<file path="config.mk">
export PLATFORM = sky130hd
export DESIGN_NAME = ppc_jobq
export DESIGN_NICKNAME = d
export VERILOG_FILES = /design/src/rtl/core/ppc_pkg.sv /design/src/rtl/core/ppc_jobq.sv
export SDC_FILE = /design/constraint.sdc
export NUM_CORES = 1
export LEC_CHECK = 0
export BUFFER_PORTS_ARGS = -buffer_cell sky130_fd_sc_hd__buf_2
export CORE_MARGIN = 2
export CORE_UTILIZATION = 48
export CTS_BUF_LIST = sky130_fd_sc_hd__clkbuf_16
export DETAILED_ROUTE_END_ITERATION = 7
export HOLD_SLACK_MARGIN = 0.15
export PLACE_DENSITY = 0.77
export SYNTH_ARGS = -nofsm -noshare
export SYNTH_HDL_FRONTEND = slang
export SYNTH_SLANG_ARGS = --single-unit
</file>
<file path="constraint.sdc">
create_clock -name clock -period 1.4 [get_ports clock]
set_input_delay 0.14 -clock clock [delete_from_list [all_inputs] [get_ports clock]]
set_output_delay 0.14 -clock clock [all_outputs]
set_load 0.02 [all_outputs]
</file>
<file path="src/rtl/core/ppc_pkg.sv">
package ppc_pkg;

   // Defaults for the top-level parameters.
   localparam int MAX_VERTS_DEF  = 16;
   localparam int COORD_BITS_DEF = 32;

   // Vertex count field of a job; wide enough for the largest buffer (32).
   localparam int CNT_W = 6;

   localparam int OUT_W   = 32;
   localparam int PLANE_W = 32;
   localparam int FRAC    = 16;

   // Crossing parameter t is Q1.16 within [0,1].
   localparam int T_W     = 17;
   localparam int T_HALF  = 32768;
   localparam int DEN_LIM = 46;
   localparam int NUM_W   = DEN_LIM + T_W;

   localparam int CSR_IDX_W = 2;

   typedef enum logic [CSR_IDX_W-1:0] {
      CSR_PLANE_A,
      CSR_PLANE_B,
      CSR_PLANE_C,
      CSR_PLANE_D
   } csr_idx_type;

   // One buffered polygon handed from the loader to the clipper.
   typedef struct packed {
      logic             bank;
      logic [CNT_W-1:0] count;
      logic             ovf;
   } job_type;

   // One result word before the last-word and overflow marks are added.
   typedef struct packed {
      logic [OUT_W-1:0] x;
      logic [OUT_W-1:0] y;
      logic [OUT_W-1:0] z;
      logic             on_plane;
      logic             empty_res;
   } res_type;

endpackage

</file>
<file path="src/rtl/core/ppc_jobq.sv">
module ppc_jobq import ppc_pkg::*; (
   input  logic    clock,
   input  logic    reset,
   input  logic    push,
   input  job_type push_job,
   input  logic    pop,
   output logic    full,
   output logic    not_empty,
   output job_type head
);

   // Two entries, one for each buffer bank.
   job_type    ent_ff [2];
   logic       wr_ptr_ff;
   logic       rd_ptr_ff;
   logic [1:0] cnt_ff;

   assign full      = (cnt_ff == 2'd2);
   assign not_empty = (cnt_ff != 2'd0);
   assign head      = ent_ff[rd_ptr_ff];

   always_ff @(posedge clock) begin
      if (push) begin
         ent_ff[wr_ptr_ff] <= push_job;
      end
      if (reset) begin
         wr_ptr_ff <= 1'b0;
         rd_ptr_ff <= 1'b0;
         cnt_ff    <= 2'd0;
      end else begin
         if (push) begin
            wr_ptr_ff <= !wr_ptr_ff;
         end
         if (pop) begin
            rd_ptr_ff <= !rd_ptr_ff;
         end
         if (push && !pop) begin
            cnt_ff <= cnt_ff + 2'd1;
         end else if (pop && !push) begin
            cnt_ff <= cnt_ff - 2'd1;
         end
      end
   end

endmodule

</file>
## Word-level counts from Yosys, hierarchy flattened

Memory sizes are Yosys's and may differ from the RTL's. A register that Yosys moved wholly into a read port is not among the register bits.
Cells that the tools add are included.

| operators by class | value |
|---|---|
| add/sub/neg operators | 2 |
| eq/ne operators | 1 |
| multiplexer cells | 6 |
| reductions and logical operators | 8 |

Operator list:

| kind | count |
|---|---|
| $logic_not A1 Y1 | 4 |
| $mux W1 | 4 |
| $mux W2 | 2 |
| $reduce_bool A2 Y1 | 2 |
| $add A2 B1 Y2 const B | 1 |
| $eq A2 B2 Y1 const B | 1 |
| $logic_and A1 B1 Y1 | 2 |
| $sub A2 B1 Y2 const B | 1 |

| word-level totals | value |
|---|---|
| register bits | 4 |
| RAM bits | 16 |
| input port bits | 12 |
| output and inout bits | 10 |
| logic and storage cells | 21 |
| memories kept | 1 |

Memories:

| memory | depth | width | rd ports | clocked after Yosys merged registers in | wr ports | RTL line | text |
|---|---|---|---|---|---|---|---|
| ent_ff | 2 | 8 | 1 | 1 | 1 | ppc_jobq.sv:13 | `job_type ent_ff [2];` |

## Logic depth before layout (Yosys ltp)

| depth | value |
|---|---|
| depth after elaboration | 4 |
| depth in mapped cells | 5 |

## Worst setup path after synthesis

No wires, ideal clock.

| path | value |
|---|---|
| kind | register to register |
| from | register wr_ptr_ff |
| to | memory ent_ff[0][0] in the netlist's numbering (enable) |
| setup time | 373 ps |
| data arrival time | 715 ps |
| setup slack | 312 ps |
| cell stages (with the launch flop) | 2 |
| buffers on the path | 0 |
| clock period less this slack | 1088 ps |
| cells stage by stage | dfxtp_1 > nor2b_1 |

RTL lines:

| what | RTL line | text |
|---|---|---|
| start, declared | ppc_jobq.sv:14 | `logic wr_ptr_ff;` |
| start signal, assigned | ppc_jobq.sv:32 | `wr_ptr_ff <= !wr_ptr_ff;` |
| end, declared | ppc_jobq.sv:13 |  |

Straight into the memory's write port.

==> flow_summary.ini <==
[run_status]
status = finished, final reports clean

[route]
drt_iter0_drc = 4
wl_per_cell_um = 13.08
first_pass_iters = 3
via_count = 452
finalWirelength_um = 1269
route.detailed.drc = 0
postRouteAntennaNets = 0
viasPerCell = 4.660

[synthesis]
synth_fa_ha_area_frac = 0.01592
netlist_top_cells_area = edfxtp_1 61%, dfxtp_1 13%, mux2_2 11%
yosys_register_bits = 21
synth_seq_area_share = 0.7389
synth-xor-area-share = 0.04459
netlist_area_um2 = 785.8
synth_warnings = 0
synth_top_area_share = 0.6115
synthSimpleGateAreaFrac = 0.06210
synth_cell_types = 16
synth_top_family_by_area = multiplexers
synth_compound_area_frac = 0.01274
synth_area_per_cell_um2 = 16.72
synthCells = 47
synth_mux_area_frac = 0.1146
yosys.area.top_type = edfxtp_1
synth_nets = 60

[floorplanning]
dieWidth_um = 44.46
coreArea_um2 = 1524
rows = 14
ios = 22
die_y_um = 44.46
initial_core_util = 0.5156
dieArea_um2 = 1977

[clocking]
cts.sinks = 21
cts_buffer_depth = 2
cts_setup_buffers = 0
cts_tree = yes
clk_pin_slew_ns = 0.05
cts_htree_levels = 1
cts_buffers = 3
cts-root-buf = clkbuf_16
clk_latency_ns = 0.25

[power]
power_leakage_nw = 0.4467
pwr-share-clk = 0.372
p_sw_frac = 0.2152
comb_power_share = 0.142
p_switching_mw = 0.3316
p_int_mw = 1.209
power_density_nw_per_um2 = 1422
power_frac_seq = 0.486
vdd_ir_drop_max_mv = 0.9400

[worst_setup_path]
crit_path_end_kind = output pin
worstPathRequired_ns = 1.26
r2r_start = wr_ptr_ff
cp_max_fo = 8
worst_setup_path_start_kind = register
critical_path_class = register to output pin
worstPathArrival_ns = 1.20

[timing]
finalHoldViolCount = 0
max_clock_freq_mhz = 744.8
skew_ns = 0.001368
fin_crit_sh = 0.9590
finalMaxSlewViolations = 0
setup_viol = 0
worst_pin_slew_ns = 0.4137
max-slew-margin-rel = 0.7242
fin_setup_tns_ns = 0
rsz0062_at_grt = no
period_needed_ns = 1.343

[layout]
drive_gt1_frac = 0.4444
final_cells = 97
nNetsFinal = 95
syn2layout_area_growth_pct = 37.90
antenna_cells = 0

[grt]
grt_max_degree = 12
grt_pass1_wl_um = 1980
first_global_vias = 452
gr-usage-all-layers = 0.1468
grt_overflow = 0
antenna_found_initial = 0

[placement]
dp.cells = 84
numPortBuffers = 21
gp_congestion = 0.6248
dpl.hpwl_um = 812.1

[job]
drv_cap = 0

[hold_path]
min_from = pop
hp-class = input port to register
## metrics by stage
step / power (mW) / util / hold slack (ns) / cell area, µm² / worst slack (ns)
after floorplan: 0.8885 / - / 0.2091 / 785.8 / 0.3123
final: 1.541 / 0.7110 / 0.1785 / 1084 / 0.05734
after CTS: 1.552 / 0.7110 / 0.1814 / 1084 / 0.04551
after global placement: 0.9521 / 0.5993 / 0.3294 / 913.4 / 0.2191
after detailed placement: 0.9598 / 0.5993 / 0.3348 / 913.4 / 0.2102
after global routing: 1.595 / 0.7110 / 0.2071 / 1084 / 0.02225
## power groups by stage
stage / Sequential (mW) / Clock, mW / Combinational (mW)
global route: 0.755 / 0.600 / 0.240
global placement: 0.757 / 0 / 0.195
finish: 0.749 / 0.573 / 0.219
floorplan: 0.747 / 0 / 0.142
CTS: 0.750 / 0.581 / 0.222
detailed placement: 0.761 / 0 / 0.199
## synthesized netlist by cell type
cell type,number
a21oi_1,1
and2_1,1
and2b_2,1
buf_2,1
dfxtp_1,5
edfxtp_1,16
ha_1,1
inv_1,1
mux2_2,8
nor2_1,4
nor2b_1,1
o21ai_0,1
or2_2,1
or3_1,1
xnor2_1,2
xor2_1,2
## flip-flops by register name, summed over array words and instances, names as in the netlist, named ones only
| register | cells |
|---|---|
| cnt_ff | 2 |
| ent_ff | 16 |
| rd_ptr_ff | 1 |
| wr_ptr_ff | 1 |
## cells in the final DEF, fill, tap and decap left out, types with 2 or more instances in the layout
master,instances
edfxtp_1,16
dfxtp_1,4
xor2_1,2
buf_2,21
nor2_1,4
inv_1,2
xnor2_1,2
mux2_2,8
dlygate4sd3_1,9
clkbuf_16,3
## cells by family after synthesis
| logic type | count (synthesis) |
|---|---|
| multiplexers | 8 |
| flip-flops | 21 |
| adder cells (fa/ha/maj) | 1 |
| XOR/XNOR | 4 |
| AND/OR/NAND/NOR | 9 |
| AO/OA/AOI/OAI | 2 |
| buffers and inverters | 2 |
## layer usage
layer	wire length [µm]	vias up	track usage
met5	0	-	0
met4	0	0	0.09091
met3	47	0	0.03673
met2	623	12	0.2261
li1	-	237	-
met1	597	203	0.1848
## what timing repair did
| action | in CTS | in global routing |
|---|---|---|
| hold buffers | 9 | 0 |
| gates resized for setup | 1 | 0 |
| endpoints found under the setup margin | 8 | 0 |
| endpoints found under the hold margin | 21 | 0 |
## critical path, cell delays in order, from the launching register on
cell and delay (ns):
dfxtp_2 0.43, mux2_2 0.36, buf_2 0.16
## worst paths after layout
path / end / slack, ns / cells after the start
max reg2reg: ent_ff[1][3] / 0.31 / 1
min: rd_ptr_ff / 0.18 / 3
max: head[5] / 0.06 / 2
min reg2reg: cnt_ff[1] / 0.51 / 2
## area by class of cell
| cell class | count | area [µm²] |
|---|---|---|
| clock buffer | 3 | 75.07 |
| clock inverter | 1 | 3.754 |
| fill | 112 | 440.4 |
| inverter | 1 | 3.754 |
| multi-input combinational | 24 | 196.4 |
| sequential | 21 | 581.8 |
| tap | 16 | 20.02 |
| timing repair buffer | 31 | 202.7 |
No activity file was read; power rests on OpenSTA's default activity.
