File: src/rtl/core/ppc_ram.sv
module ppc_ram #(
   parameter int WIDTH = 8,
   parameter int DEPTH = 16,
   parameter int AW    = $clog2(DEPTH)
) (
   input  logic             clock,
   input  logic             we,
   input  logic [AW-1:0]    waddr,
   input  logic [WIDTH-1:0] wdata,
   input  logic [AW-1:0]    raddr,
   output logic [WIDTH-1:0] rdata
);

   logic [WIDTH-1:0] mem_ff [DEPTH];
   logic [WIDTH-1:0] rdata_ff;

   always_ff @(posedge clock) begin
      if (we) begin
         mem_ff[waddr] <= wdata;
      end
      rdata_ff <= mem_ff[raddr];
   end

   assign rdata = rdata_ff;

endmodule

File: config.mk
export PLATFORM = sky130hd
export DESIGN_NAME = ppc_ram
export DESIGN_NICKNAME = d
export VERILOG_FILES = /design/src/rtl/core/ppc_ram.sv
export SDC_FILE = /design/constraint.sdc
export NUM_CORES = 1
export LEC_CHECK = 0
export BUFFER_PORTS_ARGS = -buffer_cell sky130_fd_sc_hd__buf_2
export CAP_MARGIN = 30
export CORE_ASPECT_RATIO = 0.6
export CORE_MARGIN = 3
export CORE_UTILIZATION = 35
export CTS_CLUSTER_SIZE = 14
export DETAILED_ROUTE_END_ITERATION = 7
export PLACE_DENSITY = 0.6
export SLEW_MARGIN = 5
export SYNTH_ARGS = -nofsm -noshare
export SYNTH_HDL_FRONTEND = slang
export SYNTH_SLANG_ARGS = --single-unit
File: constraint.sdc
create_clock -name clock -period 4.6 [get_ports clock]
set_input_delay 1.15 -clock clock [delete_from_list [all_inputs] [get_ports clock]]
set_output_delay 1.15 -clock clock [all_outputs]
set_load 0.1 [all_outputs]
Yosys cells after proc, flatten, opt, wreduce, memory -nomap -nowiden --
Memory sizes are Yosys's and may differ from the RTL's. A register that Yosys moved wholly into a read port is not among the register bits. Cells that the tools add are included.
Word-level totals: register bits 0, RAM bits 128, bits of input ports 18, output and inout bits 8, memories kept 1
Memory list:
- mem_ff | depth 16, width 8, read ports 1, clocked after memory_dff 1, write ports 1, line 14 | logic [WIDTH-1:0] mem_ff [DEPTH];
Cells by class: muxes and demuxes 2
Operators by type and width (number):
- 1-bit 2-to-1 mux | 2

Longest topological paths before layout --
Gate-level depths: netlist of run 1.
depth after elaboration 2, mapped depth 5, depth with buffers taken out 3

Worst setup path before layout of run 1 --
No wires, ideal clock.
path type input port to flip-flop, start input waddr[2], end memory mem_ff[0][0], enable pin, setup time 0.383 ns, data arrival time 2.260 ns, data required time 4.217 ns, setup slack 1.957 ns, stages on the path 2, path buffers 0, cells stage by stage or3b_2 -> nor3_1
RTL lines:
- start: declaration | line 8 | input logic [AW-1:0] waddr,
- end: declaration | line 14
Straight into the memory's write port.

==> results of run 1 <==
cell families after synthesis:
logic type	count (synthesis)
mux	32
buf+inv	10
simple gates	35
flops	136
compound gates	16
cells in the final DEF, fill, tap and decap left out, drive strengths merged, types with 4 or more instances in the layout:
master / instances
buf: 35
a22oi: 16
dfxtp: 8
edfxtp: 128
nor3: 4
bufinv: 6
nor2: 13
clkinvlp: 4
clkbuf: 21
nand2: 9
mux4: 32
flip-flops by register name, indices dropped and copies added, names as in the netlist:
register and cells:
rdata 8, mem_ff 128
metrics by stage:
step | hold slack, ns | instances | total power [mW] | utilization (%) | area (sq um)
after global placement | 0.654 | 441 | 1.60 | 39.1 | 5470
after CTS | 0.674 | 473 | 3.14 | 43.9 | 6150
after global routing | 0.725 | 478 | 3.23 | 44.3 | 6210
final | 0.669 | 478 | 3.12 | 44.3 | 6210
after detailed placement | 0.654 | 441 | 1.61 | 39.1 | 5470
after floorplan | 0.629 | 229 | 1.55 | - | 5150
tightest hold or removal path, cell delays in order (launching register included):
cell,delay [ns]
sky130_fd_sc_hd__edfxtp_1,0.31
sky130_fd_sc_hd__mux4_2,0.22
sky130_fd_sc_hd__a22oi_1,0.06
sky130_fd_sc_hd__nand2_1,0.05
metal layers:
metal / vias to the layer above / global-route usage (%)
met3: 5 / 4.91
li1: 1065 / -
met1: 1242 / 20.5
met4: 0 / 3.51
met2: 93 / 19.6
met5: - / 0
where the power goes:
part           total (mW)  internal (mW)  switching [mW]
combinational       0.189         0.0540           0.135
clock                1.54           1.05           0.493
sequential           1.39           1.39         0.00727
worst max-delay path by stage:
stage / start / to / slack [ns]
global route: raddr[0] / rdata[0] / 1.93
finish: raddr[0] / rdata[4] / 2.01
global placement: raddr[0] / rdata[4] / 1.47
CTS: raddr[0] / rdata[1] / 1.87
floorplan: waddr[2] / mem_ff[0][0] / 1.96
detailed placement: raddr[0] / rdata[4] / 1.44
cell type report:
class                   instances  area [sq um]  share of cell area [%]
multi-input cells              83          1060                    17.1
flip-flops and latches        136          4000                    64.5
clock inverters                11           219                    3.53
repair buffers                 35           220                    3.55
clock buffers                  21           460                    7.42
well taps                     192           240                    3.87
==> flow_summary_export.csv, run 1 <==
group,metric,value,unit
drt,top_layer,"met4",
grt,largest_net_degree_at_the_start_of_global_routing,33,
synthesis,synth_edf_count,128,
timing,final.setup.tns,0,ns
job,max-cap-violations,0,
min_path,hold_path_depth,3,
grt,grt.total_usage,13.8,%
layout,post_route_cells_drive_above_1_share,29.7,%
critical_path,crit_path_start_kind,"input port",
cts,root_buffer_cell,"sky130_fd_sc_hd__clkbuf_16",
synthesis,synth-seq-cells,136,
min_path,hold_path.startpoint,"mem_ff[14][4]",
cts,clock_path_buffers,2,
grt,grt_overflow,0,
placed_design,final_estimated_routing_congestion_in_global_placement,0.692,
critical_path,critical_path.max_fanout,15,
drt,met3_wirelength,819,um
drt,detail_route.wl_per_cell,21.9,um
status,result_of_the_run,"finished clean",
placed_design,detailedPlacementHpwl,6700,um
layout,area_growth_syn_to_layout,20.6,%
critical_path,timing.reg2reg.worst_path_depth,3,
grt,antenna_found_initial,0,
critical_path,reg2reg_setup_slack,3.11,ns
layout,diodes,0,
cts,htree_num_levels,4,
die,dieArea,16200,sq um
drt,routed_wirelength,10500,um
critical_path,critPathTopFamily,"buffers and inverters",
layout,final.fill_count,1172,
critical_path,timing.critical_path.cells,"buf_2 -> buf_16 -> mux4_2 -> a22oi_1 -> nand2_1",
synthesis,synth_cell_types,19,
synthesis,synth.area.top_cells,"sky130_fd_sc_hd__edfxtp_1 (75%), sky130_fd_sc_hd__mux4_2 (7.9%), sky130_fd_sc_hd__mux4_1 (7.1%), sky130_fd_sc_hd__dfxtp_1 (3.1%), sky130_fd_sc_hd__a22oi_1 (2.3%)",
timing,fmax,385,MHz
die,die_width,163,um
timing,grt_setup_unrepaired,"false",
placed_design,numPortBuffers,25,
synthesis,synth_top_flop_cell,"sky130_fd_sc_hd__edfxtp_1",
cts,cts.reportedPaths.clkPinSlew,0.06,ns
placed_design,dpl_worst_slack,1.44,ns
drt,vias_per_cell,5.03,
critical_path,timing.critical_path.arrival,2.88,ns
synthesis,synth-compound-area-share,2.33,%
drt,wirelength_met1,4990,um
timing,min_cycle_time_layout,2.59,ns
synthesis,yosys.area_share.xor_xnor,0,%
synthesis,synth-adder-area-share,0,%
cts,cts_inserted_buffers,17,
power_and_ir_drop,static-leakage-power,2.07,nW
critical_path,cp.buffers_inverters,2,
critical_path,stage_delay_of_the_slowest_cell_on_the_critical_path,0.50,ns
synthesis,async_reset_ff_share,0,%
drt,drt_drc_violations_left,0,
synthesis,yosys.area.top_type,"sky130_fd_sc_hd__edfxtp_1",
cts,cts_tree,"done",
die,die_h,99.9,um
cts,post-cts-setup-buffer-count,0,
drt,drt_first_iter_violations,204,
timing,relSlewSlack,39.0,%
synthesis,post_synth_inst_count,229,
die,num_rows,33,
timing,hold_viol,0,
power_and_ir_drop,worst_ir_drop_vdd,0.250,mV
critical_path,worstSetupEndpointType,"flip-flop",
synthesis,post_synthesis_cell_area,5150,sq um
synthesis,synthesis.nets,247,
drt,drt_pass1_iterations,4,
synthesis,synth_commonest_cells,"sky130_fd_sc_hd__edfxtp_1 (128), sky130_fd_sc_hd__mux4_2 (18), sky130_fd_sc_hd__a22oi_1 (16)",
critical_path,timing.setup.critical_path_class,"input port to flip-flop",
synthesis,synth_top_family_by_area,"multiplexers",
timing,final-setup-viol-count,0,
drt,final_antenna_net_count,0,
die,placeableCoreArea,14000,sq um
drt,total_length_of_routed_met2_wires,4610,um
cts,resized_after_cts,0,
timing,worst-slew-pin-transition,0.912,ns
synthesis,ys_seq_area_share,77.8,%
synthesis,synth.yosys.warnings,0,
die,num_io_pins,26,
layout,final_nets,291,
cts,numClockSinks,136,
cts,worst_skew_pair.late_latency,0.41,ns
critical_path,worst_path_max_delay_cell,"sky130_fd_sc_hd__mux4_2",
critical_path,critical_path_depth_in_cells,5,
timing,largest_clock_skew_in_the_final_design,0.00861,ns
synthesis,post-synth-top-count-cell,"sky130_fd_sc_hd__edfxtp_1",
grt,first_pass_grt_wire_length,15700,um
min_path,hold_path_class,"flip-flop to flip-flop",
timing,layout_worst_path_cycle_share,56.4,%
timing,drv_slew,0,
synthesis,average_instance_area_after_synthesis,22.5,sq um
min_path,hold_path_end,"rdata[4]",
power_and_ir_drop,power_density_of_the_placed_cells,503,nW/um^2
grt,via_count_of_the_first_global_routing_pass,2468,
drt,vias,2405,
synthesis,post_synth_and_or_nand_nor_area_fraction,3.18,%
critical_path,crit_required,4.88,ns
critical_path,regToRegStartpoint,"mem_ff[2][4]",
timing,final.setup.worst_slack,2.01,ns
synthesis,synthMuxAreaShare,15.0,%
die,start_util,36.8,%
cts,cts_hold_repair.buffers,0,
synthesis,synth_top_area_share,74.7,%
critical_path,r2r-end,"rdata[4]",
(Power assumes the default switching activity.)
==> run 2: changes to the inputs <==
==> constraint.sdc (replaced) <==
create_clock -name clock -period 2.6 [get_ports clock]
set_input_delay 0.65 -clock clock [delete_from_list [all_inputs] [get_ports clock]]
set_output_delay 0.65 -clock clock [all_outputs]
set_load 0.1 [all_outputs]
==> run 2 against run 1 <==
Sequential share of layout area rose by 0.091 points. Combinational power grew 81%. Core utilization down 0.063 points. Routed wire length grew 2.5%. Global-route usage grew 0.37 points. Via count rose by 2.6%. Critical path type is now flip-flop to output pin.
==> flow_summary_export.csv, run 2 (synthesis gave the netlist of run 1 again) <==
group,metric,value,unit
status,result_of_the_run,"finished clean",
placed_design,final_estimated_routing_congestion_in_global_placement,0.731,
drt,drt_pass1_iterations,6,
critical_path,crit_required,1.95,ns
grt,met2_usage,18.5,%
grt,antenna_found_initial,0,
cts,cts_inserted_buffers,17,
critical_path,timing.critical_path.arrival,1.30,ns
die,start_util,36.8,%
timing,drv_slew,0,
timing,layout_worst_path_cycle_share,75.0,%
cts,htree_num_levels,4,
cts,post-cts-setup-buffer-count,0,
drt,drt_first_iter_violations,222,
grt,grt.total_usage,14.2,%
min_path,hold_path_class,"input port to flip-flop",
grt,grt.busiest_layer,"met1",
timing,final-setup-viol-count,0,
timing,min_cycle_time_layout,1.95,ns
critical_path,timing.setup.critical_path_class,"flip-flop to output pin",
layout,multi_input_comb_area,1060,sq um
placed_design,numPortBuffers,25,
die,die_h,99.9,um
cts,cts_hold_repair.buffers,0,
die,die_width,163,um
drt,routed_wirelength,10700,um
layout,diodes,0,
layout,area_growth_syn_to_layout,20.4,%
layout,final_nets,307,
grt,largest_net_degree_at_the_start_of_global_routing,22,
critical_path,crit_path_start_kind,"flip-flop",
cts,root_buffer_cell,"sky130_fd_sc_hd__clkbuf_16",
layout,post_route_cells_drive_above_1_share,32.8,%
grt,grt_overflow,0,
timing,grt_setup_unrepaired,"false",
placed_design,detailedPlacementHpwl,7000,um
grt,use_met3,4.04,%
power_and_ir_drop,power_density_of_the_placed_cells,824,nW/um^2
power_and_ir_drop,static-leakage-power,2.10,nW
timing,final.setup.tns,0,ns
timing,worst_hold_slack,0.627,ns
die,placeableCoreArea,14000,sq um
cts,clock_path_buffers,2,
placed_design,dpl_worst_slack,0.377,ns
cts,cts.reportedPaths.clkPinSlew,0.06,ns
grt,first_pass_grt_wire_length,16200,um
layout,max_flop_register,"mem_ff",
critical_path,critPathTopFamily,"buffers and inverters",
layout,area.sequential,4000,sq um
critical_path,stage_delay_of_the_slowest_cell_on_the_critical_path,0.47,ns
layout,layout_common_cells,"sky130_fd_sc_hd__edfxtp_1 (128), sky130_fd_sc_hd__buf_2 (25), sky130_fd_sc_hd__buf_4 (25)",
timing,relSlewSlack,66.7,%
drt,drt_drc_violations_left,0,
drt,final_antenna_net_count,0,
critical_path,worstSetupEndpointType,"output pin",
layout,mostFrequentLayoutCell,"sky130_fd_sc_hd__edfxtp_1",
drt,detail_route.wl_per_cell,21.7,um
grt,groute.layer.met1.usage,22.3,%
timing,largest_clock_skew_in_the_final_design,0.00576,ns
cts,cts_tree,"done",
cts,resized_after_cts,0,
drt,vias,2467,
timing,final.setup.worst_slack,0.649,ns
critical_path,timing.critical_path.cells,"buf_2",
critical_path,critical_path.max_fanout,1,
timing,fmax,513,MHz
die,dieArea,16200,sq um
drt,vias_per_cell,4.99,
layout,largest_register_ffs,128,
job,max-cap-violations,0,
grt,via_count_of_the_first_global_routing_pass,2514,
layout,final.fill_count,1202,
die,num_io_pins,26,
timing,worst-slew-pin-transition,0.503,ns
cts,numClockSinks,136,
cts,worst_skew_pair.late_latency,0.42,ns
power_and_ir_drop,worst_ir_drop_vdd,0.366,mV
critical_path,cp.buffers_inverters,1,
die,num_rows,33,
timing,hold_viol,0,
critical_path,worst_path_max_delay_cell,"sky130_fd_sc_hd__buf_2",
[run 2: layout make-up]
class                      instances  area share [%]
sequential                       136            64.6
multi-input combinational         83            17.1
clock buffer                      19            6.99
timing repair buffer              51            5.37
tap                              192            3.88
clock inverter                    13            2.10
[run 2: metrics by stage]
step / cell area (sq um) / instances / power [mW] / utilization, %
after detailed placement: 5630 / 462 / 2.86 / 40.3
final: 6200 / 494 / 5.10 / 44.3
after floorplan: 5150 / 229 / 2.74 / -
after global routing: 6200 / 494 / 5.29 / 44.3
after CTS: 6200 / 494 / 5.15 / 44.3
after global placement: 5630 / 462 / 2.85 / 40.3
[run 2: where the power goes]
group | switching (mW) | internal (mW) | total, mW
registers | 0.0145 | 2.45 | 2.47
clock network | 0.896 | 1.40 | 2.30
logic | 0.242 | 0.101 | 0.343
total | 1.15 | 3.95 | 5.10
[run 2: worst paths after layout]
kind	start	end	slack (ns)	cells past startpoint
setup / recovery	rdata[4]	rdata[4]	0.65	1
hold / removal	wdata[6]	mem_ff[7][6]	0.63	1
setup reg to reg	mem_ff[9][4]	rdata[4]	1.12	3
hold reg to reg	mem_ff[11][5]	rdata[5]	0.68	3
[run 2: layer usage]
layer	share of wire (%)	vias to the layer above
met5	0	-
met4	0.49	0
met3	7.5	9
met2	42	76
met1	50	1291
li1	-	1091
