[src/rtl/core/ppc_pkg.sv]
package ppc_pkg;

   // Defaults for the top-level parameters.
   localparam int MAX_VERTS_DEF  = 16;
   localparam int COORD_BITS_DEF = 32;

   // Vertex count field of a job; wide enough for the largest buffer (32).
   localparam int CNT_W = 6;

   localparam int OUT_W   = 32;
   localparam int PLANE_W = 32;
   localparam int FRAC    = 16;

   // Crossing parameter t is Q1.16 within [0,1].
   localparam int T_W     = 17;
   localparam int T_HALF  = 32768;
   localparam int DEN_LIM = 46;
   localparam int NUM_W   = DEN_LIM + T_W;

   localparam int CSR_IDX_W = 2;

   typedef enum logic [CSR_IDX_W-1:0] {
      CSR_PLANE_A,
      CSR_PLANE_B,
      CSR_PLANE_C,
      CSR_PLANE_D
   } csr_idx_type;

   // One buffered polygon handed from the loader to the clipper.
   typedef struct packed {
      logic             bank;
      logic [CNT_W-1:0] count;
      logic             ovf;
   } job_type;

   // One result word before the last-word and overflow marks are added.
   typedef struct packed {
      logic [OUT_W-1:0] x;
      logic [OUT_W-1:0] y;
      logic [OUT_W-1:0] z;
      logic             on_plane;
      logic             empty_res;
   } res_type;

endpackage

[src/rtl/core/ppc_req_if.sv]
interface ppc_req_if import ppc_pkg::*; ();
   logic             valid;
   logic             ready;
   logic [OUT_W-1:0] vx;
   logic [OUT_W-1:0] vy;
   logic [OUT_W-1:0] vz;
   logic             last_vertex;

   modport source (output valid, vx, vy, vz, last_vertex, input ready);
   modport sink   (input valid, vx, vy, vz, last_vertex, output ready);
endinterface

[src/rtl/core/ppc_front.sv]
module ppc_front import ppc_pkg::*; #(
   parameter int MAX_VERTS  = MAX_VERTS_DEF,
   parameter int COORD_BITS = COORD_BITS_DEF,
   parameter int AW         = $clog2(2 * MAX_VERTS)
) (
   input  logic                    clock,
   input  logic                    reset,
   ppc_req_if.sink                 req,
   input  logic                    q_full,
   output logic                    job_push,
   output job_type                 job,
   output logic                    ram_we,
   output logic [AW-1:0]           ram_waddr,
   output logic [3*COORD_BITS-1:0] ram_wdata
);

   localparam int CW     = COORD_BITS;
   localparam int IDX_W  = $clog2(MAX_VERTS);
   localparam int CNT_LW = $clog2(MAX_VERTS + 1);

   logic [CNT_LW-1:0] count_ff;
   logic              ovf_ff;
   logic              bank_ff;
   logic              accept;
   logic              full;
   logic [CNT_LW-1:0] count_next;
   logic [CW-1:0]     cx, cy, cz;

   // Narrow coordinates are sign-extended from their own width later on.
   generate
      if (CW <= OUT_W) begin : g_narrow
         assign cx = req.vx[CW-1:0];
         assign cy = req.vy[CW-1:0];
         assign cz = req.vz[CW-1:0];
      end else begin : g_wide
         assign cx = {{(CW-OUT_W){1'b0}}, req.vx};
         assign cy = {{(CW-OUT_W){1'b0}}, req.vy};
         assign cz = {{(CW-OUT_W){1'b0}}, req.vz};
      end
   endgenerate

   assign req.ready  = !q_full;
   assign accept     = req.valid && req.ready;
   assign full       = (count_ff == CNT_LW'(MAX_VERTS));
   assign count_next = full ? count_ff : count_ff + CNT_LW'(1);

   assign ram_we    = accept && !full;
   assign ram_waddr = bank_ff ? AW'(MAX_VERTS) + AW'(count_ff[IDX_W-1:0])
                              : AW'(count_ff[IDX_W-1:0]);
   assign ram_wdata = {cz, cy, cx};

   assign job_push  = accept && req.last_vertex;
   assign job.bank  = bank_ff;
   assign job.count = CNT_W'(count_next);
   assign job.ovf   = ovf_ff || full;

   always_ff @(posedge clock) begin
      if (reset) begin
         count_ff <= '0;
         ovf_ff   <= 1'b0;
         bank_ff  <= 1'b0;
      end else if (accept) begin
         if (req.last_vertex) begin
            count_ff <= '0;
            ovf_ff   <= 1'b0;
            bank_ff  <= !bank_ff;
         end else begin
            count_ff <= count_next;
            ovf_ff   <= ovf_ff || full;
         end
      end
   end

endmodule

[src/flat_wrapper.sv]
// flat-port wrapper written by rule: the top's interface ports become plain ports
module ppc_front_flat import ppc_pkg::*;
#(
   parameter int MAX_VERTS  = MAX_VERTS_DEF,
   parameter int COORD_BITS = COORD_BITS_DEF,
   parameter int AW         = $clog2(2 * MAX_VERTS)
)
  (clock, reset, q_full, job_push, job, ram_we, ram_waddr, ram_wdata, req_valid, req_vx, req_vy, req_vz, req_last_vertex, req_ready);
  ppc_req_if req_i ();
  input  logic clock;
  input  logic reset;
  input  logic q_full;
  output logic job_push;
  output job_type job;
  output logic ram_we;
  output logic [AW-1:0] ram_waddr;
  output logic [3*COORD_BITS-1:0] ram_wdata;
  input wire logic [$bits(req_i.valid)-1:0] req_valid;
  input wire logic [$bits(req_i.vx)-1:0] req_vx;
  input wire logic [$bits(req_i.vy)-1:0] req_vy;
  input wire logic [$bits(req_i.vz)-1:0] req_vz;
  input wire logic [$bits(req_i.last_vertex)-1:0] req_last_vertex;
  output wire logic [$bits(req_i.ready)-1:0] req_ready;
  assign req_i.valid = req_valid;
  assign req_i.vx = req_vx;
  assign req_i.vy = req_vy;
  assign req_i.vz = req_vz;
  assign req_i.last_vertex = req_last_vertex;
  assign req_ready = req_i.ready;
  ppc_front #(.MAX_VERTS(MAX_VERTS), .COORD_BITS(COORD_BITS), .AW(AW)) u_core (.clock(clock), .reset(reset), .req(req_i), .q_full(q_full), .job_push(job_push), .job(job), .ram_we(ram_we), .ram_waddr(ram_waddr), .ram_wdata(ram_wdata));
endmodule
[config.mk]
export PLATFORM = sky130hd
export DESIGN_NAME = ppc_front_flat
export DESIGN_NICKNAME = d
export VERILOG_FILES = /design/src/rtl/core/ppc_pkg.sv /design/src/rtl/core/ppc_req_if.sv /design/src/rtl/core/ppc_front.sv /design/src/flat_wrapper.sv
export SDC_FILE = /design/constraint.sdc
export NUM_CORES = 1
export LEC_CHECK = 0
export ABC_AREA = 0
export BUFFER_PORTS_ARGS = -buffer_cell sky130_fd_sc_hd__buf_2
export CAP_MARGIN = 10
export CORE_AREA = 2 2 83 85
export CTS_BUF_LIST = sky130_fd_sc_hd__clkbuf_16
export CTS_CLUSTER_DIAMETER = 100
export DETAILED_ROUTE_END_ITERATION = 7
export DIE_AREA = 0 0 85 87
export PLACE_DENSITY = 0.66
export SLEW_MARGIN = 20
export SYNTH_ARGS = -nofsm -noshare
export SYNTH_HDL_FRONTEND = slang
export SYNTH_SLANG_ARGS = --single-unit
export TNS_END_PERCENT = 5
[constraint.sdc]
create_clock -name clock -period 2.33 [get_ports clock]
set_input_delay 0.1165 -clock clock [delete_from_list [all_inputs] [get_ports clock]]
set_output_delay 0.1165 -clock clock [all_outputs]
set_load 0.01 [all_outputs]
# Word level (Yosys, flattened, before mapping)
# Index checks and enable logic that the tools add are counted.
# Widths: inputs -> output; s select.
# op_classes
n_mux	4
n_reduce_logical	8
n_eq_ne	1
add_sub_neg	2
# ops
cell	count
$mux 5	3
$add 5x1->5 const B	1
$add 5x4->5 const A	1
$eq 5x5->1 const B	1
$logic_and 1x1->1	3
$logic_not 1->1	3
$reduce_and 2->1	1
$logic_or 1x1->1	1
$mux 1	1
# totals
in_bits	101
out_inout_bits	112
word_cells	18
reg_bits	7

# Depth between registers and ports, before layout
# Gate-level depths: netlist of the first run.
# logic_depth
ltp_word	3
depth_mapped	7
mapped_depth_nobuf	5

# Worst setup path after synthesis of the first run
# OpenSTA, ideal clock, no wires.
# synth_path
path_type	reg-to-reg
from	reg u_core.count_ff[0]
to	reg u_core.count_ff[2]
required_time_ns	2.260
n_path_buf	2
arrival_time_ns	1.616
setup_ns	0.070
synth_period_minus_slack_ns	1.685
stages_incl_launch_ff	8
path_slack_ns	0.645
cell_sequence	dfxtp_1 -> clkbuf_1 -> inv_1 -> ha_1 -> nor4bb_1 -> buf_2 -> or4_1 -> a21oi_1
# synth_between
elab_chain_len	3
elab_cells_between_ends	4
cone_classes	add/sub (1); eq/ne (1); mux (2)
# synth_rtl
element	line_no	rtl
start, declared	ppc_front.sv:21	logic [CNT_LW-1:0] count_ff;
start signal, assigned	ppc_front.sv:68	count_ff <= count_next;
$add 5x1->5 or $eq 5x5->1 (tied branches)	ppc_front.sv:45, ppc_front.sv:44	
$mux 5 (*)	ppc_front.sv:45	assign count_next = full ? count_ff : count_ff + CNT_LW'(1);
$mux 5 (*)	ppc_front.sv:63	if (req.last_vertex) begin
# Every way passes the cells marked *; elsewhere a longest branch is shown, timed or not.
# A chain may end at the register's enable or synchronous reset.

==> Flow_metrics.wiki, run 1 <==
{| class="wikitable"
! Metric !! Value
|-
| Library cell with the largest summed area after synthesis || sky130_fd_sc_hd__buf_4
|-
| Overall die height || 87 um
|-
| Hold_ws || 0.158 ns
|-
| Number of warnings reported in the yosys synthesis log || 0
|-
| Internal power component || 0.360 mW
|-
| Cells on Worst Hold Path || 2
|-
| Count of input and output buffers || 19
|-
| Cell Rows || 30
|-
| Class of the tightest hold or removal check || in2reg
|-
| Fraction of power consumed by sequential logic || 27.8%
|-
| Cts bufs inserted || 3
|-
| Placed wire-length estimate after detailed placement || 2.03 mm
|-
| Final worst path period need || 1.80 ns
|-
| Proportion of total power due to net switching || 20.6%
|-
| Worst-path fanout max || 9
|-
| All-layer global routing usage || 6.36%
|-
| Cell at the root of the clock tree || sky130_fd_sc_hd__clkbuf_16
|-
| Outcome || finished, final reports clean
|-
| Global-route wire length before repair || 3.33 mm
|-
| Number of DRC violations after detailed routing || 0
|-
| Switching power summed over all nets || 0.0932 mW
|-
| H-Tree Level Count || 1
|-
| Source of the worst hold timing path || reset
|-
| CP Class || reg2out
|-
| Count of state elements after synthesis || 7
|-
| IO Pins || 213
|-
| Origin of the critical flop-to-flop path || u_core.count_ff[0]
|-
| Worst-case register-to-register setup slack || 0.65 ns
|-
| Total wire length after detailed routing || 2.51 mm
|-
| Die X || 85 um
|-
| Cells after Synth || 158
|-
| Number of endpoints failing setup at the final stage || 0
|-
| Kind of start point of the critical path || flop
|-
| Final antenna diode count || 0
|-
| Clock insertion delay at the later pin of the skew report || 0.23 ns
|-
| Ratio of total power to cell area || 653 nW/um2
|-
| Total overflow reported by the global router || 0
|-
| Worst setup timing slack at the placement stage || 0.636 ns
|-
| Hold-fix buffers, CTS || 0
|-
| Clock network fraction of design power || 64.9%
|-
| Syn_area_per_cell || 7.61 um2
|-
| Average wire per cell in the routed design || 16.2 um
|-
| Starting DRT DRC Count || 9
|-
| Final weighted congestion in routability-driven placement || 0.611
|-
| Maximum number of pins on one net before global-route repair || 11
|-
| Worst r2r dst || u_core.count_ff[2]
|-
| Core Util, Final || 10.6%
|-
| TritonCTS sink count || 7
|-
| Post-synth cell types || 23
|-
| Fmax || 0.556 GHz
|-
| Non-Filler Instances || 155
|-
| Final worst-path cycle share || 77.2%
|-
| Worst min-delay path endpoint || u_core.count_ff[2]
|-
| Via density per instance || 3.73
|-
| Final clock skew || 0.00182 ns
|-
| First-pass iteration count of the detailed router || 2
|-
| Share of power burned in combinational logic || 7.3%
|-
| Crit path setup slack, layout || 0.530 ns
|-
| Cells resized by post-CTS repair || 0
|-
| Hold violation total from the final report || 0
|-
| Leakage power || 0.288 nW
|-
| Post-layout nets || 179
|-
| Critical path arrival || 1.68 ns
|-
| Area fraction of the dominant cell type after synthesis || 64.3%
|-
| Critical Path RT || 2.21 ns
|-
| Post CTS Setup Buffer Count || 0
|-
| Peak supply drop || 168 uV
|-
| Area of the die || 7400 um2
|-
| Vias after detailed routing || 578
|-
| Worst-case reg-to-reg path depth || 6
|-
| Number of antenna violations at the first check in global routing || 0
|-
| Number of global-route vias before repair || 554
|-
| Max-capacitance violation count || 0
|-
| Share of synthesized area occupied by flip-flops and latches || 11.7%
|-
| Share of layout cells above drive strength 1 || 32.0%
|-
| Post-synthesis cell area || 1200 um2
|-
| Buffer depth of the longest clock path || 2
|-
| Placed cells || 151
|-
| Setup crit end kind || output port
|-
| Net count after synthesis || 261
|-
| Effective utilization at floorplan || 18.3%
|-
| Area delta synth->final || -42.4%
|-
| Area of the core || 6570 um2
|-
| Clock-pin transition on the worst setup and hold timing paths || 0.04 ns
|-
| Setup TNS || 0 ns
|-
| Largest cells by area after synthesis || sky130_fd_sc_hd__buf_4, sky130_fd_sc_hd__dfxtp_1, sky130_fd_sc_hd__a21oi_1
|-
| Setup repair after global routing missed its margin || false
|-
| Pins over their slew limit || 0
|-
| Antenna viol nets, final || 0
|-
| CTS tree || yes
|}
## metrics by stage
| step | instance area, um2 | power (mW) |
|---|---|---|
| after floorplan | 1200 | 0.321 |
| after global placement | 614 | 0.161 |
| after detailed placement | 614 | 0.162 |
| after CTS | 693 | 0.458 |
| after global routing | 693 | 0.469 |
| final | 693 | 0.453 |
## power groups by stage
stage	registers [mW]	clock network (mW)	logic [mW]
2_1_floorplan	0.126	0	0.195
4_1_cts	0.126	0.298	0.0338
6_report	0.126	0.294	0.0330
3_5_place_dp	0.128	0	0.0337
5_1_grt	0.126	0.306	0.0366
3_3_place_gp	0.128	0	0.0333
## cell type report
class	count	area (um2)
multi-input cells	40	256
clock inverters	1	3.75
flip-flops and latches	7	140
repair buffers	20	103
inverters	4	15.0
clock buffers	3	75.1
well taps	80	100
fillers	751	5880
## metal layers
metal	part of all wire [%]	track usage [%]	vias to the layer above	routed length, um
met5	0	0	-	0
met4	15	10.2	0	364
met3	18	5.31	62	460
met2	37	7.60	61	926
met1	30	5.00	223	755
li1	-	-	232	-
## flip-flops by register name, indices dropped and copies added, names as in the netlist
register,cells
u_core.count_ff,5
u_core.bank_ff,1
u_core.ovf_ff,1
## how the worst max path moves through the flow
| stage | from | cells after the start | to | slack [ns] |
|---|---|---|---|---|
| after floorplan | u_core.count_ff[0] | 7 | u_core.count_ff[2] | 0.64 |
| after global placement | u_core.count_ff[0] | 6 | u_core.count_ff[2] | 0.71 |
| after detailed placement | u_core.count_ff[0] | 6 | u_core.count_ff[2] | 0.64 |
| after CTS | u_core.count_ff[0] | 6 | job[0] | 0.51 |
| after global routing | u_core.count_ff[0] | 6 | job[0] | 0.42 |
| final | u_core.count_ff[0] | 6 | job[0] | 0.53 |
## cells in the final DEF, fill, tap and decap left out, drive strengths merged, types with 2 or more instances in the layout
master,count
o21ai,3
or4,4
xnor2,3
nand2,2
a31oi,3
inv,5
clkbuf,3
ha,2
buf,20
a21oi,6
nand3,2
nand2b,2
dfxtp,7
nor2,3
nand3b,3
## cells by family after synthesis
family | share of synthesized area (%)
adder cells (fa/ha/maj) | 2.08
flip-flops | 11.7
other | 0.312
buffers and inverters | 67.0
AO/OA/AOI/OAI | 5.31
XOR/XNOR | 2.91
AND/OR/NAND/NOR | 10.7
## cell usage after synthesis
cell type	count
sky130_fd_sc_hd__buf_4	103
sky130_fd_sc_hd__dfxtp_1	7
sky130_fd_sc_hd__a21oi_1	6
sky130_fd_sc_hd__inv_1	4
sky130_fd_sc_hd__or4_1	4
sky130_fd_sc_hd__a31oi_1	3
sky130_fd_sc_hd__nand3b_1	3
sky130_fd_sc_hd__nor2_1	3
sky130_fd_sc_hd__o21ai_0	3
sky130_fd_sc_hd__xnor2_1	3
sky130_fd_sc_hd__buf_2	2
sky130_fd_sc_hd__clkbuf_1	2
sky130_fd_sc_hd__ha_1	2
sky130_fd_sc_hd__nand2_1	2
sky130_fd_sc_hd__nand2b_1	2
sky130_fd_sc_hd__nand3_1	2
sky130_fd_sc_hd__conb_1	1
sky130_fd_sc_hd__nor2b_1	1
sky130_fd_sc_hd__nor3_1	1
sky130_fd_sc_hd__nor4bb_1	1
sky130_fd_sc_hd__or2_2	1
sky130_fd_sc_hd__or2b_1	1
sky130_fd_sc_hd__xor2_1	1
## critical path: stages (launching register included)
cell and delay, ns:
sky130_fd_sc_hd__dfxtp_1 0.48, sky130_fd_sc_hd__inv_1 0.08, sky130_fd_sc_hd__ha_1 0.19, sky130_fd_sc_hd__nor4bb_1 0.12
sky130_fd_sc_hd__buf_4 0.17, sky130_fd_sc_hd__or2_2 0.28, sky130_fd_sc_hd__buf_2 0.14
No activity file was read; power rests on OpenSTA's default activity.
==> run 2: changes to the inputs <==
Clock period 2.33 ns to 1.8 ns, I/O delays scaled along.
==> run 2 against run 1 <==
Against the previous run: die area unchanged; clock-buffer cell count is the same; global-route usage rose by 0.11 points; largest power group unchanged.
==> Flow_metrics.wiki, run 2 (synthesized netlist as in run 1, its figures left out) <==
{| class="wikitable"
! Metric !! Value
|-
| Outcome || finished, final reports clean
|-
| Final worst path period need || 1.68 ns
|-
| Cells on Worst Hold Path || 2 (unchanged)
|-
| Highest-count cells in the layout ignoring fill and taps || sky130_fd_sc_hd__buf_2, sky130_fd_sc_hd__dfxtp_1, sky130_fd_sc_hd__a21oi_1
|-
| Cell at the root of the clock tree || sky130_fd_sc_hd__clkbuf_16
|-
| Worst-case reg-to-reg path depth || 6 (unchanged)
|-
| Post-layout nets || 180 (+0.56%)
|-
| Worst-case register-to-register setup slack || 0.22 ns (-0.43 ns)
|-
| Via density per instance || 3.72 (-0.30%)
|-
| Vias after detailed routing || 580 (+0.35%)
|-
| Kind of start point of the critical path || flop
|-
| Total overflow reported by the global router || 0 (unchanged)
|-
| CP Capture Point || job[0]
|-
| TritonCTS sink count || 7 (unchanged)
|-
| Flip-flop count of the largest register after layout || 5 (unchanged)
|-
| All-layer global routing usage || 6.48% (+0.11 points)
|-
| H-Tree Level Count || 1 (unchanged)
|-
| Average wire per cell in the routed design || 15.9 um (-1.5%)
|-
| Setup crit end kind || output port
|-
| Max-capacitance violation count || 0 (unchanged)
|-
| Total wire length after detailed routing || 2.49 mm (-0.88%)
|-
| Post CTS Setup Buffer Count || 0 (unchanged)
|-
| Final weighted congestion in routability-driven placement || 0.646 (+5.7%)
|-
| Number of antenna violations at the first check in global routing || 0 (unchanged)
|-
| Clock-pin transition on the worst setup and hold timing paths || 0.04 ns (about the same)
|-
| Antenna viol nets, final || 0 (unchanged)
|-
| Area of all placed cells without fillers || 701 um2 (+1.1%)
|-
| Core Util, Final || 10.7% (+0.11 points)
|-
| Maximum number of pins on one net before global-route repair || 11 (unchanged)
|-
| Cells resized by post-CTS repair || 0 (unchanged)
|-
| Clock insertion delay at the later pin of the skew report || 0.23 ns (about the same)
|-
| Overall die height || 87 um (unchanged)
|-
| Number of global-route vias before repair || 563 (+1.6%)
|-
| Worst r2r dst || u_core.count_ff[2]
|-
| Hold-fix buffers, CTS || 0 (unchanged)
|-
| Area delta synth->final || -41.7%
|-
| Class of the tightest hold or removal check || in2reg
|-
| Hold violation total from the final report || 0 (unchanged)
|-
| Critical path arrival || 1.59 ns (-0.09 ns)
|-
| Starting DRT DRC Count || 36 (+27)
|-
| Number of DRC violations after detailed routing || 0 (unchanged)
|-
| CP Class || reg2out
|-
| Fmax || 0.597 GHz
|-
| Leakage power || 0.294 nW (+1.9%)
|-
| Cts bufs inserted || 3 (unchanged)
|-
| Critical Path Start || u_core.count_ff[1]
|-
| Final clock skew || 0.000547 ns (-0.00127 ns)
|-
| Count of input and output buffers || 19 (unchanged)
|-
| CTS tree || yes
|-
| Setup repair after global routing missed its margin || false
|-
| Placed wire-length estimate after detailed placement || 2.04 mm (+0.62%)
|-
| Critical Path RT || 1.71 ns (-0.50 ns)
|-
| Most frequent standard cell in the layout excluding fill and tap cells || sky130_fd_sc_hd__buf_2
|-
| Ratio of total power to cell area || 836 nW/um2 (+28%)
|-
| Area of placed instances || 622 um2 (+1.2%)
|-
| Area of the core || 6570 um2 (unchanged)
|-
| Global-route wire length before repair || 3.40 mm (+2.3%)
|-
| Area of the die || 7400 um2 (unchanged)
|-
| Setup TNS || 0 ns (unchanged)
|-
| Peak supply drop || 258 uV (+53%)
|-
| Buffer depth of the longest clock path || 2 (unchanged)
|-
| Worst-path fanout max || 8 (-1)
|-
| Register containing the most flip-flops in the final layout || u_core.count_ff
|-
| Final worst-path cycle share || 93.1%
|-
| Origin of the critical flop-to-flop path || u_core.count_ff[1]
|-
| Effective utilization at floorplan || 18.3% (unchanged)
|-
| Die X || 85 um (unchanged)
|-
| IO Pins || 213 (unchanged)
|-
| Top flop regs || u_core.count_ff x5, u_core.bank_ff x1, u_core.ovf_ff x1
|-
| Cell Rows || 30 (unchanged)
|-
| First-pass iteration count of the detailed router || 4 (+2)
|-
| Share of layout cells above drive strength 1 || 32.9% (+0.89 points)
|-
| Final antenna diode count || 0 (unchanged)
|-
| Pins over their slew limit || 0 (unchanged)
|-
| Number of endpoints failing setup at the final stage || 0 (unchanged)
|}
-- run 2: cell types whose count changed in the layout (fill, tap and decap cells not counted), sizes merged --
cell,delta
buf,+1
-- run 2: critical path, stage by stage, from the launching register on --
cell,delay (ns)
sky130_fd_sc_hd__dfxtp_1,0.39
sky130_fd_sc_hd__inv_1,0.07
sky130_fd_sc_hd__ha_1,0.17
sky130_fd_sc_hd__nor4bb_1,0.12
sky130_fd_sc_hd__buf_4,0.17
sky130_fd_sc_hd__or2_2,0.29
sky130_fd_sc_hd__buf_2,0.15
-- run 2: area by class of cell --
class / instances / area, um2
fill: 752 / 5870
multi-input combinational: 40 / 256
sequential: 7 / 140
timing repair buffer: 21 / 110
tap: 80 / 100
clock buffer: 3 / 75.1
inverter: 4 / 15.0
clock inverter: 1 / 3.75
-- run 2: worst min-delay path by stage --
stage | endpoint | slack, ns | from
3_5_place_dp | ram_wdata[10] | 0.18 | req_vx[10]
3_3_place_gp | ram_wdata[10] | 0.18 | req_vx[10]
2_1_floorplan | u_core.count_ff[1] | 0.16 | reset
6_report | u_core.count_ff[1] | 0.12 | reset
4_1_cts | u_core.count_ff[1] | 0.13 | reset
5_1_grt | u_core.count_ff[1] | 0.14 | reset
-- run 2: per-layer routing --
metal,up-vias,wire [um],GRT usage [%],part of all wire [%]
met3,63,498,5.59,20
met5,-,0,0,0
met4,0,378,10.7,15
met2,59,910,7.53,37
met1,224,699,5.05,28
li1,234,-,-,-
-- run 2: through the flow --
| stage | hold WS, ns | power [mW] | setup WS, ns | instances |
|---|---|---|---|---|
| finish | 0.124 | 0.586 | 0.125 | 156 |
| CTS | 0.126 | 0.595 | 0.104 | 156 |
| global placement | 0.180 | 0.210 | 0.275 | 152 |
| floorplan | 0.159 | 0.415 | 0.115 | 158 |
| global route | 0.141 | 0.614 | 0.0163 | 156 |
| detailed placement | 0.180 | 0.211 | 0.219 | 152 |
-- run 2: power by group --
| group | switching (mW) | total [mW] | internal [mW] |
|---|---|---|---|
| clock | 0.0893 | 0.379 | 0.289 |
| sequential | 0.00209 | 0.161 | 0.159 |
| combinational | 0.0277 | 0.0463 | 0.0185 |
==> run 3: changes to the inputs <==
Settings changed: ABC_AREA 0 to 1.
==> run 3 against run 2 <==
Against the previous run: fmax is 6.3% higher; worst setup slack better by 0.099 ns; die area stayed put; core utilization hardly changed; highest routed layer unchanged; non-clock buffer count is 2 lower; worst hold slack better by 0.019 ns; flip-flop and latch count stayed put; sequential share of layout area is 0.11 points higher; critical endpoint is now job[1].
==> Flow_metrics.wiki, run 3 <==
{| class="wikitable"
! Metric !! Value
|-
| Outcome || finished, final reports clean
|-
| Most frequent CP cell || sky130_fd_sc_hd__nand2_1
|-
| Hold violation total from the final report || 0 (unchanged)
|-
| Fmax || 0.634 GHz (+6.3%)
|-
| Number of warnings reported in the yosys synthesis log || 0 (unchanged)
|-
| Final antenna diode count || 0 (unchanged)
|-
| Setup TNS || 0 ns (unchanged)
|-
| Share of layout cells above drive strength 1 || 35.6% (+2.7 points)
|-
| Post-layout nets || 191 (+6.1%)
|-
| Register containing the most flip-flops in the final layout || u_core.count_ff
|-
| Final worst path period need || 1.58 ns (-0.0992 ns)
|-
| Cell at the root of the clock tree || sky130_fd_sc_hd__clkbuf_16
|-
| Post-synthesis cell area || 1200 um2 (-0.52%)
|-
| Placed wire-length estimate after detailed placement || 1.74 mm (-15%)
|-
| Mux contribution to synthesized area || 0% (unchanged)
|-
| Post CTS Setup Buffer Count || 0 (unchanged)
|-
| Final clock skew || 0.00324 ns (+0.00269 ns)
|-
| Highest-count cells in the layout ignoring fill and taps || sky130_fd_sc_hd__buf_2, sky130_fd_sc_hd__nand2_1, sky130_fd_sc_hd__inv_1
|-
| Post-synth EDFFs || 0 (unchanged)
|-
| Starting DRT DRC Count || 16 (-56%)
|-
| H-Tree Level Count || 1 (unchanged)
|-
| Setup repair after global routing missed its margin || false
|-
| Critical path's largest stage delay || 0.40 ns (about the same)
|-
| Total wire length after detailed routing || 2.16 mm (-13%)
|-
| Vias after detailed routing || 568 (-2.1%)
|-
| Setup crit end kind || output port
|-
| Syn_area_per_cell || 7.16 um2 (-5.9%)
|-
| Number of global-route vias before repair || 621 (+10%)
|-
| Synthesized-area fraction occupied by ao, oa, aoi and oai cells || 2.82% (-2.5 points)
|-
| Critical Path RT || 1.71 ns (about the same)
|-
| Main flop type after synthesis || sky130_fd_sc_hd__dfxtp_1
|-
| Effective utilization at floorplan || 18.2% (-0.095 points)
|-
| Area of the core || 6570 um2 (unchanged)
|-
| Top cell types by occurrence after synthesis || sky130_fd_sc_hd__buf_4, sky130_fd_sc_hd__nand2_1, sky130_fd_sc_hd__inv_1
|-
| Largest cells by area after synthesis || sky130_fd_sc_hd__buf_4, sky130_fd_sc_hd__dfxtp_1, sky130_fd_sc_hd__nand2_1
|-
| Buffer depth of the longest clock path || 2 (unchanged)
|-
| Most instantiated library cell after synthesis || sky130_fd_sc_hd__buf_4
|-
| CTS tree || yes
|-
| Total overflow reported by the global router || 0 (unchanged)
|-
| Cell-by-cell listing of the critical path || inv_1, ha_1, nand2_1, inv_1, nand2_1, nand2_1, and2_2, buf_2
|-
| Clock insertion delay at the later pin of the skew report || 0.23 ns (about the same)
|-
| Synth Area in Simple Gates || 14.2% (+3.5 points)
|-
| Largest family of logic cells by synthesized area || buffers and inverters
|-
| Global-route wire length before repair || 3.24 mm (-4.6%)
|-
| Standard cell with the maximum stage delay on the critical path || sky130_fd_sc_hd__dfxtp_1
|-
| Clock-pin transition on the worst setup and hold timing paths || 0.04 ns (about the same)
|-
| Via density per instance || 3.40 (-8.5%)
|-
| Maximum number of pins on one net before global-route repair || 10 (-1)
|-
| Class of the tightest hold or removal check || in2reg
|-
| Cts bufs inserted || 3 (unchanged)
|-
| Peak supply drop || 308 uV (+19%)
|-
| Overall die height || 87 um (unchanged)
|-
| Flip-flop count of the largest register after layout || 5 (unchanged)
|-
| Pins over their slew limit || 0 (unchanged)
|-
| Kind of start point of the critical path || flop
|-
| Library cell with the largest summed area after synthesis || sky130_fd_sc_hd__buf_4
|-
| Critical path arrival || 1.49 ns (-0.10 ns)
|-
| Crit path setup slack, layout || 0.224 ns (+0.0992 ns)
|-
| Max-capacitance violation count || 0 (unchanged)
|-
| Count of state elements after synthesis || 7 (unchanged)
|-
| Worst setup timing slack at the placement stage || 0.328 ns (+0.109 ns)
|-
| TritonCTS sink count || 7 (unchanged)
|-
| Post-synth cell types || 18 (-22%)
|-
| Worst-path fanout max || 6 (-2)
|-
| Top flop regs || u_core.count_ff x5, u_core.bank_ff x1, u_core.ovf_ff x1
|-
| Number of endpoints failing setup at the final stage || 0 (unchanged)
|-
| Number of antenna violations at the first check in global routing || 0 (unchanged)
|-
| Post-synthesis adder-cell area fraction || 2.09% (+0.011 points)
|-
| Fraction of registers with async set/reset || 0% (unchanged)
|-
| Leakage power || 0.326 nW (+11%)
|-
| Final weighted congestion in routability-driven placement || 0.654 (+1.3%)
|-
| Antenna viol nets, final || 0 (unchanged)
|-
| XOR/XNOR share of the synthesized area || 0.732% (-2.2 points)
|-
| Fillcell total || 750 (-0.27%)
|-
| Cell Rows || 30 (unchanged)
|-
| Number of DRC violations after detailed routing || 0 (unchanged)
|-
| Area delta synth->final || -41.2%
|-
| Count of input and output buffers || 19 (unchanged)
|-
| First-pass iteration count of the detailed router || 4 (unchanged)
|-
| CP Class || reg2out
|-
| Area fraction of the dominant cell type after synthesis || 64.6% (+0.34 points)
|-
| Area of the die || 7400 um2 (unchanged)
|-
| Most frequent standard cell in the layout excluding fill and tap cells || sky130_fd_sc_hd__buf_2
|-
| Cells after Synth || 167 (+5.7%)
|-
| Net count after synthesis || 270 (+3.4%)
|-
| All-layer global routing usage || 6.09% (-0.39 points)
|-
| Hold-fix buffers, CTS || 0 (unchanged)
|-
| IO Pins || 213 (unchanged)
|-
| Average wire per cell in the routed design || 13.0 um (-19%)
|-
| Share of synthesized area occupied by flip-flops and latches || 11.7% (+0.061 points)
|-
| Ratio of total power to cell area || 829 nW/um2 (-0.80%)
|-
| Die X || 85 um (unchanged)
|-
| Final worst-path cycle share || 87.6% (-5.5 points)
|}
run 3: cell type report:
| type | count | area (um2) | share of cell area, % |
|---|---|---|---|
| well taps | 80 | 100 | 14.2 |
| clock inverters | 1 | 3.75 | 0.534 |
| clock buffers | 3 | 75.1 | 10.7 |
| repair buffers | 19 | 95.1 | 13.5 |
| inverters | 11 | 41.3 | 5.87 |
| flip-flops and latches | 7 | 141 | 20.1 |
| multi-input cells | 46 | 246 | 35.1 |
run 3: path summary, 6_finish.rpt:
| path | startpoint | end | slack [ns] | depth (start not counted) |
|---|---|---|---|---|
| setup / recovery | u_core.count_ff[1] | job[1] | 0.22 | 8 |
| hold / removal | reset | u_core.count_ff[4] | 0.14 | 2 |
| setup reg to reg | u_core.count_ff[1] | u_core.ovf_ff | 0.58 | 8 |
| hold reg to reg | u_core.count_ff[0] | u_core.count_ff[0] | 0.51 | 2 |
run 3: report_power, final:
part	switching [mW]	total, mW	internal [mW]	leakage [nW]
clock network	0.0886	0.378	0.289	0.0423
logic	0.0274	0.0431	0.0158	0.226
registers	0.00309	0.162	0.159	0.0570
run 3: kinds of logic (layout without fill, tap and decap cells):
kind of cell	Yosys count	after routing
XOR/XNOR	1	1
flip-flops	7	7
AO/OA/AOI/OAI	6	6
AND/OR/NAND/NOR	36	36
other	1	1
adder cells (fa/ha/maj)	2	2
buffers and inverters	114	34
run 3: per-layer routing:
metal / GRT usage [%] / wire length, um / vias up
met5: 0 / 0 / -
li1: - / - / 247
met3: 4.64 / 338 / 46
met2: 6.96 / 739 / 46
met4: 8.95 / 304 / 0
met1: 5.62 / 782 / 229
run 3: what timing repair did:
| action | in CTS | in global routing |
|---|---|---|
| endpoints found under the hold margin | 0 | 0 |
| gates resized for setup | 0 | 2 |
| endpoints found under the setup margin | 0 | 2 |
run 3: critical path, delay by kind of cell, from the launching register on:
kind                       cells  cell delay, ns
DFF                            1            0.40
and+or+nand+nor                4            0.43
adders and majority gates      1            0.18
buffers and inverters          3            0.25
run 3: through the flow:
| stage | util [%] | std cells | area [um2] | hold WS (ns) | power [mW] |
|---|---|---|---|---|---|
| floorplan | - | 167 | 1200 | 0.152 | 0.412 |
| global placement | 9.41 | 163 | 618 | 0.180 | 0.208 |
| detailed placement | 9.41 | 163 | 618 | 0.180 | 0.208 |
| CTS | 10.6 | 167 | 697 | 0.139 | 0.594 |
| global route | 10.7 | 167 | 703 | 0.161 | 0.607 |
| finish | 10.7 | 167 | 703 | 0.143 | 0.583 |
